<file path="src/rtl/isort_pkg.sv">
// ----------------------------------------------------------------------------
// isort_pkg
// Shared types and constants for the insertion sorter: payload structs and
// the command/status groups between controller and datapath.
// ----------------------------------------------------------------------------
package isort_pkg;

    localparam int KEY_W        = 32;
    localparam int MAX_KEYS_DEF = 32;

    typedef struct packed {
        logic signed [KEY_W-1:0] key_value;
        logic                    final_key;
    } in_t;

    typedef struct packed {
        logic signed [KEY_W-1:0] sorted_value;
        logic                    last_out;
        logic                    overflowed;
    } out_t;

    // controller to datapath
    typedef struct packed {
        logic accept;     // capture key, pos <= fill, idx <= 0
        logic set_drop;   // key dropped, store full
        logic probe_rd;   // read entry pos-1
        logic shift;      // move read entry up to pos, pos--, read pos-2
        logic place;      // write key at pos, fill++
        logic emit_rd;    // read entry idx, idx++
        logic clear;      // empty the store, clear drop flag
    } cmd_t;

    // datapath to controller
    typedef struct packed {
        logic in_final;   // final mark of the item on the input port
        logic full;
        logic empty;
        logic fin;        // captured final mark
        logic pos_zero;
        logic pos_one;
        logic greater;    // read entry strictly above key
        logic idx_end;    // every stored entry has been read
    } stat_t;

endpackage

</file>
<file path="src/rtl/insertion_sorter_core.sv">
// ----------------------------------------------------------------------------
// insertion_sorter_core
// Inserts signed keys into a sorted store; on the key marked final, emits the
// stored keys in ascending order and empties the store.
//
//   channel   handshake           payload
//   input     start & !busy       item   (key_value, final_key)
//   output    strobe, one cycle   result (sorted_value, last_out, overflowed)
//
// A key on an empty store is placed without a compare; otherwise the store is
// walked downward, one entry a cycle, shifting each entry greater than the key
// up, and the key is written into the gap. A key arriving on a full store is
// dropped. On the final key the sweep gives one transfer a cycle.
// Reset empties the store at once; no clearing pass. The receiver cannot stall.
// ----------------------------------------------------------------------------
module insertion_sorter_core #(
    parameter int MAX_KEYS = isort_pkg::MAX_KEYS_DEF
) (
    input  logic              clk,
    input  logic              rst_n,
    input  logic              start,
    output logic              busy,
    input  isort_pkg::in_t    item,
    output logic              strobe,
    output isort_pkg::out_t   result
);

    isort_pkg::cmd_t  cmd;
    isort_pkg::stat_t stat;

    isort_ctrl u_ctrl (
        .clk    (clk),
        .rst_n  (rst_n),
        .start  (start),
        .stat   (stat),
        .cmd    (cmd),
        .busy   (busy),
        .strobe (strobe)
    );

    isort_datapath #(
        .MAX_KEYS (MAX_KEYS)
    ) u_datapath (
        .clk    (clk),
        .rst_n  (rst_n),
        .item   (item),
        .cmd    (cmd),
        .stat   (stat),
        .result (result)
    );

endmodule

</file>
<file path="src/rtl/isort_datapath.sv">
// ----------------------------------------------------------------------------
// isort_datapath
// Sorted key store with one write and one registered read port, insertion
// pointer, emit index, fill count and sticky drop flag.
// ----------------------------------------------------------------------------
module isort_datapath #(
    parameter int MAX_KEYS = isort_pkg::MAX_KEYS_DEF
) (
    input  logic                clk,
    input  logic                rst_n,
    input  isort_pkg::in_t      item,
    input  isort_pkg::cmd_t     cmd,
    output isort_pkg::stat_t    stat,
    output isort_pkg::out_t     result
);

    localparam int ADDR_W = (MAX_KEYS > 1) ? $clog2(MAX_KEYS) : 1;
    localparam int CNT_W  = $clog2(MAX_KEYS + 1);

    logic [isort_pkg::KEY_W-1:0] mem [MAX_KEYS];

    logic signed [isort_pkg::KEY_W-1:0] key_reg;
    logic signed [isort_pkg::KEY_W-1:0] rd_data_reg;
    logic                               fin_reg;
    logic [CNT_W-1:0]                   pos_reg;
    logic [CNT_W-1:0]                   idx_reg;
    logic [CNT_W-1:0]                   fill_reg;
    logic [CNT_W-1:0]                   fill_next;
    logic                               drop_reg;
    logic                               drop_next;

    logic [CNT_W-1:0]  pos_m1;
    logic [CNT_W-1:0]  pos_m2;
    logic              rd_en;
    logic [ADDR_W-1:0] rd_addr;
    logic              wr_en;
    logic [ADDR_W-1:0] wr_addr;
    logic [isort_pkg::KEY_W-1:0] wr_data;

    assign pos_m1 = pos_reg - CNT_W'(1);
    assign pos_m2 = pos_reg - CNT_W'(2);

    // read port: probe, shift walk or emit sweep
    always_comb
    begin
        rd_en   = cmd.probe_rd | cmd.shift | cmd.emit_rd;
        rd_addr = idx_reg[ADDR_W-1:0];
        if (cmd.probe_rd)
        begin
            rd_addr = pos_m1[ADDR_W-1:0];
        end
        else if (cmd.shift)
        begin
            rd_addr = pos_m2[ADDR_W-1:0];
        end
    end

    // write port: shifted entry or the new key
    always_comb
    begin
        wr_en   = cmd.shift | cmd.place;
        wr_addr = pos_reg[ADDR_W-1:0];
        wr_data = cmd.shift ? rd_data_reg : key_reg;
    end

    always_ff @(posedge clk)
    begin
        if (wr_en)
        begin
            mem[wr_addr] <= wr_data;
        end
        if (rd_en)
        begin
            rd_data_reg <= mem[rd_addr];
        end
    end

    always_ff @(posedge clk)
    begin
        if (cmd.accept)
        begin
            key_reg <= item.key_value;
            fin_reg <= item.final_key;
            pos_reg <= fill_reg;
            idx_reg <= '0;
        end
        else
        begin
            if (cmd.shift)
            begin
                pos_reg <= pos_m1;
            end
            if (cmd.emit_rd)
            begin
                idx_reg <= idx_reg + CNT_W'(1);
            end
        end
    end

    always_comb
    begin
        fill_next = fill_reg;
        drop_next = drop_reg;
        if (cmd.place)
        begin
            fill_next = fill_reg + CNT_W'(1);
        end
        if (cmd.set_drop)
        begin
            drop_next = 1'b1;
        end
        if (cmd.clear)
        begin
            fill_next = '0;
            drop_next = 1'b0;
        end
    end

    always_ff @(posedge clk or negedge rst_n)
    begin
        if (!rst_n)
        begin
            fill_reg <= '0;
            drop_reg <= 1'b0;
        end
        else
        begin
            fill_reg <= fill_next;
            drop_reg <= drop_next;
        end
    end

    assign stat.in_final = item.final_key;
    assign stat.full     = (fill_reg == CNT_W'(MAX_KEYS));
    assign stat.empty    = (fill_reg == '0);
    assign stat.fin      = fin_reg;
    assign stat.pos_zero = (pos_reg == '0);
    assign stat.pos_one  = (pos_reg == CNT_W'(1));
    assign stat.greater  = (rd_data_reg > key_reg);
    assign stat.idx_end  = (idx_reg == fill_reg);

    assign result.sorted_value = rd_data_reg;
    assign result.last_out     = (idx_reg == fill_reg);
    assign result.overflowed   = drop_reg;

endmodule

</file>
<file path="src/rtl/isort_ctrl.sv">
// ----------------------------------------------------------------------------
// isort_ctrl
// Sequencer for the insertion sorter: takes a key, or drops it on a full store,
// walks the store downward shifting larger entries, places the key, and on the
// final key sweeps the store out in ascending order.
// ----------------------------------------------------------------------------
module isort_ctrl (
    input  logic              clk,
    input  logic              rst_n,
    input  logic              start,
    input  isort_pkg::stat_t  stat,
    output isort_pkg::cmd_t   cmd,
    output logic              busy,
    output logic              strobe
);

    typedef enum logic [2:0] {
        S_IDLE,
        S_PROBE,
        S_CMP,
        S_PLACE,
        S_EMIT_START,
        S_EMIT
    } state_t;

    state_t state_reg;
    state_t state_next;

    always_comb
    begin
        cmd        = '0;
        state_next = state_reg;
        unique case (state_reg)
            S_IDLE:
            begin
                if (start)
                begin
                    cmd.accept = 1'b1;
                    if (stat.full)
                    begin
                        cmd.set_drop = 1'b1;
                        state_next   = stat.in_final ? S_EMIT_START : S_IDLE;
                    end
                    else
                    begin
                        state_next = S_PROBE;
                    end
                end
            end
            S_PROBE:
            begin
                if (stat.pos_zero)
                begin
                    cmd.place  = 1'b1;
                    state_next = stat.fin ? S_EMIT_START : S_IDLE;
                end
                else
                begin
                    cmd.probe_rd = 1'b1;
                    state_next   = S_CMP;
                end
            end
            S_CMP:
            begin
                if (stat.greater)
                begin
                    // shift up; the next lower entry is read in the same cycle
                    cmd.shift  = 1'b1;
                    state_next = stat.pos_one ? S_PLACE : S_CMP;
                end
                else
                begin
                    cmd.place  = 1'b1;
                    state_next = stat.fin ? S_EMIT_START : S_IDLE;
                end
            end
            S_PLACE:
            begin
                cmd.place  = 1'b1;
                state_next = stat.fin ? S_EMIT_START : S_IDLE;
            end
            S_EMIT_START:
            begin
                if (stat.empty)
                begin
                    cmd.clear  = 1'b1;
                    state_next = S_IDLE;
                end
                else
                begin
                    cmd.emit_rd = 1'b1;
                    state_next  = S_EMIT;
                end
            end
            S_EMIT:
            begin
                // one transfer per cycle, next entry read alongside
                if (stat.idx_end)
                begin
                    cmd.clear  = 1'b1;
                    state_next = S_IDLE;
                end
                else
                begin
                    cmd.emit_rd = 1'b1;
                end
            end
            default:
            begin
                state_next = S_IDLE;
            end
        endcase
    end

    always_ff @(posedge clk or negedge rst_n)
    begin
        if (!rst_n)
        begin
            state_reg <= S_IDLE;
        end
        else
        begin
            state_reg <= state_next;
        end
    end

    assign busy   = (state_reg != S_IDLE);
    assign strobe = (state_reg == S_EMIT);

endmodule
</file>
<file path="config.mk">
export PLATFORM = sky130hd
export DESIGN_NAME = insertion_sorter_core
export DESIGN_NICKNAME = d
export VERILOG_FILES = /design/src/rtl/isort_pkg.sv /design/src/rtl/insertion_sorter_core.sv /design/src/rtl/isort_datapath.sv /design/src/rtl/isort_ctrl.sv
export SDC_FILE = /design/constraint.sdc
export NUM_CORES = 1
export LEC_CHECK = 0
export BUFFER_PORTS_ARGS = -buffer_cell sky130_fd_sc_hd__buf_2
export CORE_UTILIZATION = 25
export CTS_CLUSTER_DIAMETER = 40
export DETAILED_ROUTE_END_ITERATION = 12
export HOLD_SLACK_MARGIN = 0.1
export PLACE_DENSITY_LB_ADDON = 0.3
export SETUP_SLACK_MARGIN = 0.4
export SYNTH_ARGS = -nofsm -noshare
export SYNTH_HDL_FRONTEND = slang
export SYNTH_SLANG_ARGS = --single-unit
</file>
<file path="constraint.sdc">
create_clock -name clk -period 5.24 [get_ports clk]
set_input_delay 0.524 -clock clk [delete_from_list [all_inputs] [get_ports clk]]
set_output_delay 0.524 -clock clk [all_outputs]
set_load 0.02 [all_outputs]
</file>
# After elaboration in Yosys (flattened, before gate mapping)
# Memories as Yosys holds them, arrays and structs flattened. A register that Yosys moved wholly into a read port is not among the register bits.
# Cells that the tools add are included.
# Widths: inputs -> output; s select.
# classes
mux	36
n_eq_ne	10
add_sub_neg	4
n_reduce_logical	8
order_cmp	1
n_bitwise	3
# op_table
cell	count
$gt 32x32->1	1
$mux 32	1
$mux 3	8
$mux 6	4
$pmux 3 s6	1
$mux 1	16
$add 6x1->6 const B	2
$logic_not 6->1	2
$mux 5	2
$eq 3x2->1 const B	2
$eq 3x3->1 const B	2
$eq 6x1->1 const B	1
$eq 6x6->1	1
$eq 6x6->1 const B	1
$reduce_bool 2->1	3
$sub 6x1->6 const B	1
$sub 5x2->5 const B	1
$mux 2	2
$pmux 2 s2	1
$eq 3x1->1 const B	1
$logic_not 3->1	1
$or 1x1->1	3
$pmux 1 s3	1
$reduce_bool 3->1	1
other kinds (3)	3
# totals
wordCells	70
inputBits	36
n_memories	1
ram_bits	1024
ff_bits	55
# mem_list
memory	depth	width	rd	rd_clocked_by_memory_dff	write_ports	line	text
u_datapath.mem	32	32	1	1	1	isort_datapath.sv:20	logic [isort_pkg::KEY_W-1:0] mem [MAX_KEYS];

# Depth between registers and ports, before layout
# logic_depth
ltp_word	6
mapped_depth	17
depth_no_buf	13

# By module
# Synthesis repeated with hierarchy kept, for this count alone.
# unflattened
hier_cells	2765
area_unflattened_um2	45416.1
# by_module_without_submodules
module	seq_area_each_um2	n_inst	cells_per_inst	area_each_um2
isort_datapath	33176.8	1	2729	45125.8
isort_ctrl	75.1	1	36	290.3

# Worst setup path before layout
# Ideal clock, no wire load.
# synth_timing
path_type	flip-flop to flip-flop
startpoint	reg u_datapath.rd_data_reg[31] in the netlist's numbering, read port of u_datapath.mem
endpoint	mem u_datapath.mem[0][31] in the netlist's numbering (data pin)
setup_time_ns	0.454
n_path_buf	3
stages_incl_launch_ff	11
required_ns	4.786
path_slack_ns	0.933
t_arrival_ns	3.852
path_cell_list	edfxtp_1 ha_1 nand4_1 or4_1 o32ai_1 nor4_1 o31a_1 buf_6 clkbuf_1 clkbuf_1 o21ai_0
# synth_between
elab_chain_cells	4
# synth_rtl
element	line	text
from (decl)	isort_datapath.sv:23	logic signed [isort_pkg::KEY_W-1:0] rd_data_reg;
$gt 32x32->1	isort_datapath.sv:139	assign stat.greater = (rd_data_reg > key_reg);
$mux 1	isort_ctrl.sv:65	if (stat.greater)
$mux 1	isort_ctrl.sv:33	unique case (state_reg)
$mux 32 (*)	isort_datapath.sv:63	wr_data = cmd.shift ? rd_data_reg : key_reg;
named net u_datapath.wr_data (one bit)	isort_datapath.sv:38	logic [isort_pkg::KEY_W-1:0] wr_data;
to (decl)	isort_datapath.sv:20	
# Mark *: on every way through the listed nets, which the timed path passes. The rest lies on a longest branch.

# Worst setup path after layout
# layout_timing
startpoint	reg u_datapath.rd_data_reg[30] in the netlist's numbering, read port of u_datapath.mem
endpoint	mem u_datapath.mem[15][13] in the netlist's numbering (data pin)
# layout_between
elab_chain_cells	4
# layout_rtl
element	line
$gt 32x32->1	isort_datapath.sv:139
$mux 1	isort_ctrl.sv:65
$mux 1	isort_ctrl.sv:33
$mux 32	isort_datapath.sv:63
named net u_datapath.wr_data (one bit)	isort_datapath.sv:38
# The timed path passes the listed nets, and every way through them passes these cells.

==> flow_metrics.env <==
export IMPL_rsz0062_at_grt="yes"
export IMPL_wire_per_inst_um=23.4
export IMPL_synth_most_common_cell="edfxtp_1"
export IMPL_dp_hpwl_um=73200
export IMPL_drtIter0Drc=2505
export IMPL_grt_pass1_wl_um=190000
export IMPL_gp_congestion=0.797
export IMPL_status="finished, final reports clean"
export IMPL_die_h_um=426
export IMPL_instances_no_fill=5675
export IMPL_ys_types=68
export IMPL_utilization_pct=30.8
export IMPL_r2r_cells=10
export IMPL_p_total_mw=37.9
export IMPL_cp_arrival_ns=5.09
export IMPL_initial_core_util_pct=25.2
export IMPL_skew_ns=0.0336
export IMPL_first_pass_iters=5
export IMPL_crit_end="u_datapath.mem[15][13]$_DFFE_PP_"
export IMPL_largest_reg_flops=1024
export IMPL_synth_largest_area_cell="edfxtp_1"
export IMPL_grt_pass1_vias=26644
export IMPL_vias_per_cell=4.82
export IMPL_yosys_mux_area_fraction_pct=2.96
export IMPL_synthXorXnorAreaFrac_pct=0.389
export IMPL_setup_viol=0
export IMPL_clk_insertion_delay_late_ns=0.76
export IMPL_slew_headroom_pct=11.6
export IMPL_die_w_um=426
export IMPL_syn_mean_instance_area_um2=15.0
export IMPL_hp_class="in -> reg"
export IMPL_cts_root_buf="clkbuf_16"
export IMPL_seq_area_frac_synth_pct=73.9
export IMPL_drv_cap=0
export IMPL_cts_htree_levels=4
export IMPL_synthCells=2995
export IMPL_ant_nets=0
export IMPL_dpl_cell_count=5368
export IMPL_yosys_area_share_adder_pct=1.17
export IMPL_synthArstFlopShare_pct=0.900
export IMPL_startpoint_type="flip-flop"
export IMPL_worst_pin_slew_ns=1.33
export IMPL_finalMaxSlewViolations=0
export IMPL_port_buffers=71
export IMPL_clk_pin_slew_worst_paths_ns=0.06
export IMPL_die_area_mm2=0.182
export IMPL_drt_wl_total_um=133000
export IMPL_post_place_ws_ns=-0.0839
export IMPL_ys_warnings_count=0
export IMPL_fmax_mhz=212
export IMPL_worst_slack_ns=0.528
export IMPL_synth_edf_count=1095
export IMPL_overflow=0
export IMPL_syn_nets=3073
export IMPL_syn_cell_area_mm2=0.0450
export IMPL_nets=3284
export IMPL_grt_total_usage_pct=14.3
export IMPL_critPathKind="reg -> reg"
export IMPL_core_mm2=0.179
export IMPL_ys_top_cells_by_count="edfxtp_1 (1,095), a211oi_1 (319), and3_1 (258)"
export IMPL_vias=27358
export IMPL_grt_max_degree=117
export IMPL_synth_compound_area_share_pct=11.3
export IMPL_ys_ff_latch=1111
export IMPL_cp_end_kind="flip-flop"
export IMPL_tritoncts="built"
export IMPL_ys_flop_type="edfxtp_1"
export IMPL_yosys_area_share_simple_pct=7.42
export IMPL_r2r_slack_ns=0.53
export IMPL_whs_ns=0.175
export IMPL_synth_top_family_by_area="compound AO/OA/AOI/OAI gates"
export IMPL_pin_count=72
export IMPL_rr_startpoint="u_datapath.rd_data_reg[30]$_DFFE_PP_"
export IMPL_fin_crit_ns=4.71
export IMPL_r2r_end="u_datapath.mem[15][13]$_DFFE_PP_"
export IMPL_hold_viol_final=0
export IMPL_required_ns=5.62
export IMPL_synth_top_area_share_pct=73.1
export IMPL_leakage_nw=18.0
export IMPL_synthTopCellsByArea="edfxtp_1 (73%), a211oi_1 (5.3%), and3_1 (3.6%)"
export IMPL_worstPathMaxFanout=38
export IMPL_area_delta_synth_final_pct=22.4
export IMPL_ir_drop_uv=402
export IMPL_clock_sinks=1111
export IMPL_drive_gt1_share_pct=18.0
export IMPL_rows=155
export IMPL_period_share_pct=89.9
export IMPL_numCtsBuffers=142
export IMPL_cp_startpoint="u_datapath.rd_data_reg[30]$_DFFE_PP_"
export IMPL_antenna_found_initial=1
export IMPL_cts_buffer_depth=3
export IMPL_p_per_area_mw_per_mm2=687
export IMPL_drc=0
## placed cells by master (no fill, tap or decap), types with 29 or more instances in the layout
cell type,instances
a211oi_1,316
a21oi_1,86
a22oi_1,30
a31oi_1,64
and3_1,258
buf_12,47
buf_2,71
buf_4,137
clkbuf_16,146
dlygate4sd3_1,34
edfxtp_1,1095
ha_1,42
inv_1,43
mux2i_1,129
nand2_1,250
nor2_4,32
nor3_1,31
o21ai_0,72
o21ai_1,29
o21ai_2,32
o22ai_1,62
## cells by family (layout without fill, tap and decap cells)
| kind of cell | Yosys count | in the layout |
|---|---|---|
| buffers and inverters | 271 | 594 |
| xor gates and xnor gates | 20 | 20 |
| other | 0 | 1 |
| and+or+nand+nor | 660 | 660 |
| AOI/OAI and AO/OA | 759 | 760 |
| muxes | 132 | 132 |
| adders and majority gates | 42 | 42 |
| DFF | 1111 | 1111 |
## timing repair
item | in CTS | in global routing
hold buffers | 34 | 0
resized for setup | 7 | 22
buffers inserted | 5 | 8
cloned | 0 | 2
endpoints found under the setup margin | 9 | 22
pin swaps | 3 | 1
hold endpoints to repair | 43 | 0
## how the worst min path moves through the flow
stage	from	to	slack, ns	depth (start not counted)
finish	start	u_ctrl.state_reg[0]$_DFFE_PN0P_	0.18	3
global route	start	u_ctrl.state_reg[0]$_DFFE_PN0P_	0.20	3
CTS	start	u_ctrl.state_reg[0]$_DFFE_PN0P_	0.14	3
detailed placement	rst_n	u_datapath.drop_reg$_DFFE_PN0P_	0.41	1
global placement	rst_n	u_datapath.drop_reg$_DFFE_PN0P_	0.41	1
floorplan	rst_n	u_ctrl.state_reg[0]$_DFFE_PN0P_	0.23	0
## final cells by class
class | count | area [um2]
diodes | 1 | 2.50
clock buffers | 157 | 3670
clock inverters | 100 | 1260
fillers | 17502 | 124000
inverters | 44 | 165
multi-input cells | 1614 | 11000
flip-flops and latches | 1111 | 33300
well taps | 2355 | 2950
repair buffers | 293 | 2760
## power breakdown
part           total [mW]  internal, mW  switching, mW
sequential           12.2          11.8          0.375
clock                10.1          6.25           3.90
combinational        15.5          5.25           10.2
## layer usage
layer / global-route usage, % / vias up / part of all wire, %
li1: - / 12319 / -
met1: 20.1 / 14174 / 46
met2: 22.3 / 695 / 47
met3: 1.91 / 170 / 4.5
met4: 5.17 / 0 / 2.5
met5: 0 / - / 0
## critical path, cell delays in order, from the launching register on
cell	delay, ns
edfxtp_1	0.54
ha_1	0.41
nand4_1	0.17
o41a_1	0.43
o32ai_2	0.18
nor4_2	0.48
o31a_1	0.53
buf_4	0.54
buf_4	0.45
nand2_1	0.11
o21ai_2	0.47
## metrics by stage
stage	instance area, um2	TNS (ns)
2_1_floorplan	45000	0
3_3_place_gp	49500	-0.0866
3_5_place_dp	49500	-0.0839
4_1_cts	54900	0
5_1_grt	55100	0
6_report	55100	0
Power figures use the tool's default switching activity.
